File: config.mk
export PLATFORM = sky130hd
export DESIGN_NAME = knn_distance_topk_list
export DESIGN_NICKNAME = d
export VERILOG_FILES = /design/src/hw/rtl/knn_pkg.sv /design/src/hw/rtl/knn_front.sv /design/src/hw/rtl/knn_queue.sv /design/src/hw/rtl/knn_back.sv /design/src/hw/rtl/knn_distance_topk_list.sv
export SDC_FILE = /design/constraint.sdc
export NUM_CORES = 2
export LEC_CHECK = 0
export ABC_AREA = 1
export BUFFER_PORTS_ARGS = -buffer_cell sky130_fd_sc_hd__buf_2
export CORE_ASPECT_RATIO = 2
export CORE_UTILIZATION = 58
export CTS_CLUSTER_SIZE = 28
export DETAILED_ROUTE_END_ITERATION = 8
export GPL_TIMING_DRIVEN = 0
export PLACE_DENSITY = 0.77
export SLEW_MARGIN = 30
export SYNTH_ARGS = -nofsm -noshare
export SYNTH_HDL_FRONTEND = slang
export SYNTH_HIERARCHICAL = 1
export SYNTH_SLANG_ARGS = --single-unit
File: constraint.sdc
create_clock -name aclk -period 5.8 [get_ports aclk]
set_input_delay 0.29 -clock aclk [delete_from_list [all_inputs] [get_ports aclk]]
set_output_delay 0.29 -clock aclk [all_outputs]
set_load 0.05 [all_outputs]
File: src/hw/rtl/knn_pkg.sv
// knn_pkg: shared widths, register indexes, reset values and the candidate
// record passed from the distance front end to the list back end.
// No dependencies.
package knn_pkg;

    localparam int DIST_W    = 37;
    localparam int ID_W      = 16;
    localparam int LEN_W     = 5;
    localparam int SLOT_W    = 4;
    localparam int CFG_IDX_W = 1;
    localparam int Q_DEPTH   = 2;

    localparam logic [CFG_IDX_W-1:0] CFG_LIST_LEN = 1'd0;
    localparam logic [CFG_IDX_W-1:0] CFG_MAX_DIST = 1'd1;

    localparam logic [LEN_W-1:0]  LIST_LEN_RST = 5'd11;
    localparam logic [DIST_W-1:0] MAX_DIST_RST = 37'd1000000;
    localparam logic [DIST_W-1:0] DIST_MAX     = {DIST_W{1'b1}};

    typedef struct packed {
        logic [DIST_W-1:0] dist_sq;
        logic [ID_W-1:0]   id;
        logic              last_cand;
    } cand_t;

endpackage

File: src/hw/rtl/knn_front.sv
// knn_front: request intake, squared difference and saturating distance
// accumulation; finished candidates are pushed to the candidate queue.
// Depends on knn_pkg.
module knn_front import knn_pkg::*; #(
    parameter int COORD_BITS = 16
) (
    input  logic                  aclk,
    input  logic                  aresetn,
    input  logic                  s_valid,
    output logic                  s_ready,
    input  logic [COORD_BITS-1:0] s_query_coord,
    input  logic [COORD_BITS-1:0] s_cand_coord,
    input  logic [ID_W-1:0]       s_cand_id,
    input  logic                  s_last_coord,
    input  logic                  s_last_cand,
    output logic                  q_push,
    output cand_t                 q_data,
    input  logic                  q_full
);

    localparam int AD_W  = COORD_BITS + 1;
    localparam int SQ_W  = 2 * AD_W;
    localparam int SUM_W = ((SQ_W > DIST_W) ? SQ_W : DIST_W) + 1;

    logic [AD_W-1:0]   diff;
    logic [AD_W-1:0]   ad;
    logic [SUM_W-1:0]  sum;
    logic [DIST_W-1:0] acc_new;
    logic              adv;

    logic              v1_reg, v2_reg;
    logic [AD_W-1:0]   ad_reg;
    logic [ID_W-1:0]   id1_reg, id2_reg;
    logic              lc1_reg, lc2_reg, lk1_reg, lk2_reg;
    logic [SQ_W-1:0]   sq_reg;
    logic [DIST_W-1:0] acc_reg;

    assign diff = {s_query_coord[COORD_BITS-1], s_query_coord}
                - {s_cand_coord[COORD_BITS-1], s_cand_coord};
    assign ad   = diff[AD_W-1] ? (~diff + 1'b1) : diff;

    assign adv     = !(v2_reg && lc2_reg && q_full);
    assign s_ready = adv;

    assign sum     = SUM_W'(acc_reg) + SUM_W'(sq_reg);
    assign acc_new = (sum > SUM_W'(DIST_MAX)) ? DIST_MAX : sum[DIST_W-1:0];

    assign q_push           = v2_reg && lc2_reg && adv;
    assign q_data.dist_sq   = acc_new;
    assign q_data.id        = id2_reg;
    assign q_data.last_cand = lk2_reg;

    always_ff @(posedge aclk) begin
        if (!aresetn) begin
            v1_reg  <= 1'b0;
            v2_reg  <= 1'b0;
            acc_reg <= '0;
        end else if (adv) begin
            v1_reg <= s_valid;
            v2_reg <= v1_reg;
            if (v2_reg) begin
                acc_reg <= lc2_reg ? '0 : acc_new;
            end
        end
    end

    always_ff @(posedge aclk) begin
        if (adv) begin
            ad_reg  <= ad;
            id1_reg <= s_cand_id;
            lc1_reg <= s_last_coord;
            lk1_reg <= s_last_cand;
            sq_reg  <= SQ_W'(ad_reg) * SQ_W'(ad_reg);
            id2_reg <= id1_reg;
            lc2_reg <= lc1_reg;
            lk2_reg <= lk1_reg;
        end
    end

endmodule

File: src/hw/rtl/knn_queue.sv
// knn_queue: short register queue of finished candidates between the front
// end and the list back end.
// Depends on knn_pkg.
module knn_queue import knn_pkg::*; (
    input  logic  aclk,
    input  logic  aresetn,
    input  logic  push,
    input  cand_t push_data,
    output logic  full,
    input  logic  pop,
    output logic  valid,
    output cand_t pop_data
);

    localparam int PTR_W = (Q_DEPTH > 1) ? $clog2(Q_DEPTH) : 1;
    localparam int CNT_W = $clog2(Q_DEPTH + 1);

    cand_t            entry_reg [Q_DEPTH];
    logic [PTR_W-1:0] wr_reg, rd_reg;
    logic [CNT_W-1:0] cnt_reg;

    assign full     = (cnt_reg == CNT_W'(Q_DEPTH));
    assign valid    = (cnt_reg != '0);
    assign pop_data = entry_reg[rd_reg];

    always_ff @(posedge aclk) begin
        if (!aresetn) begin
            wr_reg  <= '0;
            rd_reg  <= '0;
            cnt_reg <= '0;
        end else begin
            if (push) begin
                wr_reg <= (wr_reg == PTR_W'(Q_DEPTH - 1)) ? '0 : wr_reg + 1'b1;
            end
            if (pop) begin
                rd_reg <= (rd_reg == PTR_W'(Q_DEPTH - 1)) ? '0 : rd_reg + 1'b1;
            end
            if (push && !pop) begin
                cnt_reg <= cnt_reg + 1'b1;
            end else if (pop && !push) begin
                cnt_reg <= cnt_reg - 1'b1;
            end
        end
    end

    always_ff @(posedge aclk) begin
        if (push) begin
            entry_reg[wr_reg] <= push_data;
        end
    end

endmodule

File: src/hw/rtl/knn_back.sv
// knn_back: sorted neighbour list as a row of compare-and-shift slots,
// candidate insertion, and list emission through the output register.
// Depends on knn_pkg.
module knn_back import knn_pkg::*; #(
    parameter int MAX_LIST = 16
) (
    input  logic              aclk,
    input  logic              aresetn,
    input  logic [LEN_W-1:0]  cfg_len,
    input  logic [DIST_W-1:0] cfg_max_dist,
    input  logic              q_valid,
    input  cand_t             q_data,
    output logic              q_pop,
    output logic              m_valid,
    input  logic              m_ready,
    output logic [SLOT_W-1:0] m_slot,
    output logic [ID_W-1:0]   m_neighbor_id,
    output logic [DIST_W-1:0] m_dist_sq,
    output logic              m_filled,
    output logic              m_last
);

    localparam int CNT_W = $clog2(MAX_LIST + 1);
    localparam int CMP_W = (CNT_W > LEN_W) ? CNT_W : LEN_W;

    localparam logic BK_IDLE = 1'b0;
    localparam logic BK_EMIT = 1'b1;

    logic              state_reg, state_next;
    logic [CNT_W-1:0]  cnt_reg, cnt_next;
    logic [CNT_W-1:0]  eff_len;
    logic [CMP_W-1:0]  len_ext;

    logic [DIST_W-1:0] dist_reg [MAX_LIST];
    logic [DIST_W-1:0] dist_next [MAX_LIST];
    logic [ID_W-1:0]   id_reg [MAX_LIST];
    logic [ID_W-1:0]   id_next [MAX_LIST];
    logic [MAX_LIST-1:0] valid_reg, valid_next;
    logic [MAX_LIST-1:0] hit, hit_prev;

    logic ins_en, oload, emit_last;

    assign len_ext = CMP_W'(cfg_len);
    always_comb begin
        if (len_ext == '0) begin
            eff_len = CNT_W'(1);
        end else if (len_ext > CMP_W'(MAX_LIST)) begin
            eff_len = CNT_W'(MAX_LIST);
        end else begin
            eff_len = CNT_W'(len_ext);
        end
    end

    assign q_pop     = (state_reg == BK_IDLE) && q_valid;
    assign ins_en    = q_pop && (q_data.dist_sq < cfg_max_dist);
    assign oload     = (state_reg == BK_EMIT) && (!m_valid || m_ready);
    assign emit_last = (cnt_reg == eff_len - CNT_W'(1));

    always_comb begin
        for (int i = 0; i < MAX_LIST; i++) begin
            hit[i] = (CNT_W'(i) < eff_len)
                  && (!valid_reg[i] || (q_data.dist_sq < dist_reg[i]));
        end
    end
    assign hit_prev = {hit[MAX_LIST-2:0], 1'b0};

    always_comb begin
        valid_next = valid_reg;
        dist_next  = dist_reg;
        id_next    = id_reg;
        if (ins_en) begin
            for (int i = 0; i < MAX_LIST; i++) begin
                if (hit[i]) begin
                    valid_next[i] = 1'b1;
                    if (hit_prev[i]) begin
                        valid_next[i] = valid_reg[(i == 0) ? 0 : i - 1];
                        dist_next[i]  = dist_reg[(i == 0) ? 0 : i - 1];
                        id_next[i]    = id_reg[(i == 0) ? 0 : i - 1];
                    end else begin
                        dist_next[i]  = q_data.dist_sq;
                        id_next[i]    = q_data.id;
                    end
                end
            end
        end else if (oload) begin
            if (emit_last) begin
                valid_next = '0;
            end else begin
                for (int i = 0; i < MAX_LIST; i++) begin
                    if (i == MAX_LIST - 1) begin
                        valid_next[i] = 1'b0;
                    end else begin
                        valid_next[i] = valid_reg[(i == MAX_LIST - 1) ? i : i + 1];
                        dist_next[i]  = dist_reg[(i == MAX_LIST - 1) ? i : i + 1];
                        id_next[i]    = id_reg[(i == MAX_LIST - 1) ? i : i + 1];
                    end
                end
            end
        end
    end

    always_comb begin
        state_next = state_reg;
        cnt_next   = cnt_reg;
        case (state_reg)
            BK_IDLE: begin
                if (q_pop && q_data.last_cand) begin
                    state_next = BK_EMIT;
                    cnt_next   = '0;
                end
            end
            BK_EMIT: begin
                if (oload) begin
                    cnt_next = cnt_reg + 1'b1;
                    if (emit_last) begin
                        state_next = BK_IDLE;
                    end
                end
            end
            default: begin
                state_next = BK_IDLE;
            end
        endcase
    end

    always_ff @(posedge aclk) begin
        if (!aresetn) begin
            state_reg <= BK_IDLE;
            cnt_reg   <= '0;
            valid_reg <= '0;
            m_valid   <= 1'b0;
        end else begin
            state_reg <= state_next;
            cnt_reg   <= cnt_next;
            valid_reg <= valid_next;
            if (oload) begin
                m_valid <= 1'b1;
            end else if (m_ready) begin
                m_valid <= 1'b0;
            end
        end
    end

    always_ff @(posedge aclk) begin
        dist_reg <= dist_next;
        id_reg   <= id_next;
        if (oload) begin
            m_slot        <= SLOT_W'(cnt_reg);
            m_neighbor_id <= valid_reg[0] ? id_reg[0] : '0;
            m_dist_sq     <= valid_reg[0] ? dist_reg[0] : '0;
            m_filled      <= valid_reg[0];
            m_last        <= emit_last;
        end
    end

    // occupied slots always form a prefix of the list
    a_valid_prefix: assert property (@(posedge aclk) disable iff (!aresetn)
        ((valid_reg + 1'b1) & valid_reg) == '0)
        else $error("list has a gap");

    a_cleared: assert property (@(posedge aclk) disable iff (!aresetn)
        (oload && emit_last) |=> (valid_reg == '0))
        else $error("list not cleared after emission");

    a_cnt_range: assert property (@(posedge aclk) disable iff (!aresetn)
        (state_reg == BK_EMIT) |-> (cnt_reg < eff_len))
        else $error("emission count beyond list length");

    a_no_pop_emit: assert property (@(posedge aclk) disable iff (!aresetn)
        (q_pop && q_data.last_cand) |=> (state_reg == BK_EMIT && !q_pop))
        else $error("queue popped during emission");

endmodule

File: src/hw/rtl/knn_distance_topk_list.sv
// knn_distance_topk_list: top level, configuration registers, front end,
// candidate queue and list back end.
// Depends on knn_pkg, knn_front, knn_queue, knn_back.
//
// Brute-force k-nearest-neighbour list for one query. The front end takes one
// coordinate request per cycle while s_ready is high; its absolute-difference
// and square registers feed the accumulator. The back end inserts each popped
// candidate under the distance bound into the sorted slot row. A last_coord and
// last_cand request also starts emission of list_len results (zero read as one,
// at most MAX_LIST), one per cycle while m_ready is high, via an output register,
// once that candidate leaves the queue. During emission the two-entry candidate
// queue absorbs finished candidates; once it is full and a further candidate
// finishes, s_ready drops until the back end pops the queue after emission ends.
// Configuration writes are taken every cycle and must only be made when idle.
module knn_distance_topk_list import knn_pkg::*; #(
    parameter int MAX_LIST   = 16,
    parameter int COORD_BITS = 16
) (
    input  logic                  aclk,
    input  logic                  aresetn,
    input  logic                  cfg_valid,
    output logic                  cfg_ready,
    input  logic [CFG_IDX_W-1:0]  cfg_index,
    input  logic [DIST_W-1:0]     cfg_data,
    input  logic                  s_valid,
    output logic                  s_ready,
    input  logic [COORD_BITS-1:0] s_query_coord,
    input  logic [COORD_BITS-1:0] s_cand_coord,
    input  logic [ID_W-1:0]       s_cand_id,
    input  logic                  s_last_coord,
    input  logic                  s_last_cand,
    output logic                  m_valid,
    input  logic                  m_ready,
    output logic [SLOT_W-1:0]     m_slot,
    output logic [ID_W-1:0]       m_neighbor_id,
    output logic [DIST_W-1:0]     m_dist_sq,
    output logic                  m_filled,
    output logic                  m_last
);

    logic [LEN_W-1:0]  list_len_reg;
    logic [DIST_W-1:0] max_dist_reg;

    logic  q_push, q_full, q_pop, q_valid;
    cand_t q_in, q_out;

    assign cfg_ready = 1'b1;

    always_ff @(posedge aclk) begin
        if (!aresetn) begin
            list_len_reg <= LIST_LEN_RST;
            max_dist_reg <= MAX_DIST_RST;
        end else if (cfg_valid) begin
            case (cfg_index)
                CFG_LIST_LEN: list_len_reg <= cfg_data[LEN_W-1:0];
                CFG_MAX_DIST: max_dist_reg <= cfg_data;
                default: ;
            endcase
        end
    end

    knn_front #(
        .COORD_BITS (COORD_BITS)
    ) u_front (
        .aclk          (aclk),
        .aresetn       (aresetn),
        .s_valid       (s_valid),
        .s_ready       (s_ready),
        .s_query_coord (s_query_coord),
        .s_cand_coord  (s_cand_coord),
        .s_cand_id     (s_cand_id),
        .s_last_coord  (s_last_coord),
        .s_last_cand   (s_last_cand),
        .q_push        (q_push),
        .q_data        (q_in),
        .q_full        (q_full)
    );

    knn_queue u_queue (
        .aclk      (aclk),
        .aresetn   (aresetn),
        .push      (q_push),
        .push_data (q_in),
        .full      (q_full),
        .pop       (q_pop),
        .valid     (q_valid),
        .pop_data  (q_out)
    );

    knn_back #(
        .MAX_LIST (MAX_LIST)
    ) u_back (
        .aclk          (aclk),
        .aresetn       (aresetn),
        .cfg_len       (list_len_reg),
        .cfg_max_dist  (max_dist_reg),
        .q_valid       (q_valid),
        .q_data        (q_out),
        .q_pop         (q_pop),
        .m_valid       (m_valid),
        .m_ready       (m_ready),
        .m_slot        (m_slot),
        .m_neighbor_id (m_neighbor_id),
        .m_dist_sq     (m_dist_sq),
        .m_filled      (m_filled),
        .m_last        (m_last)
    );

endmodule

==> impl_metrics.ini <==
[synth]
synth.cell_area_mm2 = 0.08297
netlist.area_leader.share_pct = 39.85
syn-mean-instance-area_um2 = 8.774
ys_seq_area_share_pct = 42.48
async_flop_share_pct = 0
yosys_most_used_dff = edfxtp_1
synth_largest_area_cell = edfxtp_1
syn-num-nets = 10516
synth_cell_types = 58
ys_ff_latch = 1210
synthCells = 9456
synth_edf_count = 1101
yosys_warnings = 6
ys_top_cells_by_area = edfxtp_1 (40%), nand2_1 (13%), ha_1 (12%), inv_1 (6.4%), o211ai_1 (5.7%)

[placed_design]
placed_area_mm2 = 0.08677
dp_slack_ns = -1.953
dp_hpwl_um = 254800
place_congestion = 1.073
dp.cells = 11513
numPortBuffers = 152

[setup_path]
r2r-end = u_front/sq_reg[28]
crit_top_cell = fa_1
path_delay_family = adder cells
cpMaxStageDelayCell = fa_2
r2r_slack_ns = -0.15
slowest_delay_ns = 0.57
critPathLaunchType = flip-flop
cp-end-kind = flip-flop
cp_data_required_time_ns = 6.34
reg2reg_depth = 23
path_class = flip-flop to flip-flop
critPathBufInv = 6
cp_max_fo = 7
reg2reg_from = u_front/ad_reg[5]
critPathArrivalTime_ns = 6.49
cp.depth = 23
cp_cell_sequence = clkbuf_16 -> clkbuf_16 -> buf_12 -> nand2_8 -> fa_1 -> inv_2 -> fa_1 -> fa_1 -> fa_1 -> fa_1 -> inv_2 -> fa_2 -> inv_2 -> ha_4 -> nand2_4 -> nor2_4 -> and3_4 -> nand4_1 -> nand3_2 -> a21o_1 -> nand2_1 -> nand3_1 -> nand2_1

[cts]
clock_latency_ns = 0.81
h-tree-depth = 3
clock_sinks = 1210
tritoncts = yes
cts-root-buf = clkbuf_16
cts_inserted_buffers = 113
clock_path_buffers = 3
clkTransAtPathRegs_ns = 0.07

[die]
row_count = 196
die_w_um = 269.4
die_y_um = 536.9
start_util_pct = 58.33
io_pins = 155
die_area_mm2 = 0.1447
core_mm2 = 0.1422

[timing]
finalMaxSlewViolations = 0
rsz0062_at_grt = true
hold_viol_final = 0
max_freq_mhz = 168.0
setup_slack_ns = -0.1528
fin_crit_sh_pct = 102.6
setup_violations = 36
min_period_ns = 5.953
worst_pin_slew_ns = 1.223
slew-limit-headroom_pct = 17.82
fin_worst_skew_ns = 0.08218

[drt]
vias = 74173
routedWlPerCell_um = 28.16
via_per_inst = 6.237
route.detailed.drc = 0
drtPass1Iterations = 8
routed_wl_um = 334900
ant_nets = 0
first_iter_violations = 7894

[global_route]
antenna_found_initial = 19
grt_pass1_wl_um = 476600
grt_pass1_vias = 75392
grtUsageTotal_pct = 45.76
grt_start_max_net_pins = 40
overflow = 0

[layout]
syn2layout_area_growth_pct = 12.72
multiInputGateArea_mm2 = 0.04125
largest_reg_flops = 592
fillCellCount = 11929
layout_commonest_cell = nand2_1
final_nets = 10961
drive_gt1_share_pct = 11.18
register_area_mm2 = 0.03524
final_cells = 11893
final_cell_mix = nand2_1 (2814), inv_1 (1373), edfxtp_1 (1101), ha_1 (756), o211ai_1 (631)
final_cell_area_mm2 = 0.09352

[min_path]
hold_end = list_len_reg[0]
hp-class = primary input to flip-flop
holdPathStages = 4
min_from = cfg_index

[status]
status = finished with violations
violations = negative setup slack

[run]
cap_viol_max_count = 0
[layer usage]
metal | track usage (%) | share of wire (%)
met5 | 0.1645 | 0.026
met4 | 54.01 | 14
met3 | 10.96 | 9.0
met2 | 76.93 | 47
met1 | 42.44 | 30
[synthesized netlist by cell type, types with 3 or more instances]
cell / instances
a21boi_0: 3
a21o_1: 27
a21oi_1: 400
a21oi_2: 5
and2_1: 4
and3_1: 3
buf_1: 7
buf_12: 6
buf_2: 218
buf_4: 12
buf_6: 18
clkbuf_1: 158
dfxtp_1: 109
edfxtp_1: 1101
fa_1: 193
ha_1: 774
inv_1: 1410
inv_2: 8
mux2_2: 5
mux2_4: 50
nand2_1: 2875
nand2_2: 23
nand2_4: 3
nand3_1: 416
nand3_2: 3
nand3_4: 9
nand3b_1: 22
nand4_1: 81
nor2_1: 385
nor2_2: 8
nor2_4: 12
nor3_1: 30
nor3b_1: 4
nor4_1: 8
o211ai_1: 631
o211ai_2: 55
o21a_1: 32
o21ai_0: 186
o21ai_1: 25
o21bai_1: 12
o221ai_1: 3
o22ai_1: 36
xnor2_1: 36
xor2_1: 34
[metrics by stage]
step / hold slack (ns) / TNS, ns / utilization, %
floorplan: 0.3889 / 0 / -
global placement: 0.4009 / -980.19 / 60.52
detailed placement: 0.4061 / -45.25 / 61.01
CTS: 0.009773 / -0.08332 / 65.31
global route: 0.04083 / -1.974 / 65.73
finish: 0.02336 / -2.411 / 65.75
[worst reg2reg max path: cells and delay by family, from the launching register on]
family	cells	cell delay (ns)
AO/OA/AOI/OAI	1	0.21
adder cells (fa/ha/maj)	7	3.38
buffers and inverters	6	0.68
AND/OR/NAND/NOR	9	1.04
flip-flops	1	0.40
[worst max-delay path by stage]
stage / from / endpoint
finish: u_front/ad_reg[5] / u_front/sq_reg[28]
floorplan: u_front/ad_reg[2] / u_front/sq_reg[28]
detailed placement: u_front/ad_reg[4] / u_front/sq_reg[25]
global placement: flip-flop / u_back/dist_reg[566]
global route: u_front/ad_reg[5] / u_front/sq_reg[28]
CTS: u_front/ad_reg[2] / u_front/sq_reg[25]
[layout make-up]
type | instances | area share [%]
Multi-Input combinational cell | 6407 | 44.11
Sequential cell | 1210 | 37.68
Buffer | 406 | 2.557
Clock inverter | 78 | 1.098
Antenna cell | 15 | 0.04014
Inverter | 1420 | 5.710
Tap cell | 1881 | 2.517
Timing Repair Buffer | 343 | 3.103
Clock buffer | 133 | 3.181
[kinds of logic after synthesis]
| family | synth area share, % |
|---|---|
| compound gates | 11.34 |
| other cells | 0.004520 |
| simple gates | 19.11 |
| xor+xnor | 0.7782 |
| mux | 0.9727 |
| fa+ha+maj | 16.33 |
| flops | 42.48 |
| buf+inv | 8.986 |
[timing repair]
action | 4_1_cts | 5_1_grt
endpoints found under the setup margin | 87 | 75
cloned | 1 | 0
resized for setup | 205 | 127
endpoints found under the hold margin | 63 | 0
buffers inserted | 78 | 25
hold buffers | 64 | 0
pin swaps | 69 | 68
Power is left out: the tool's default activity adds up to more than one toggle a clock period on the data nets, which glitch-free logic cannot reach.
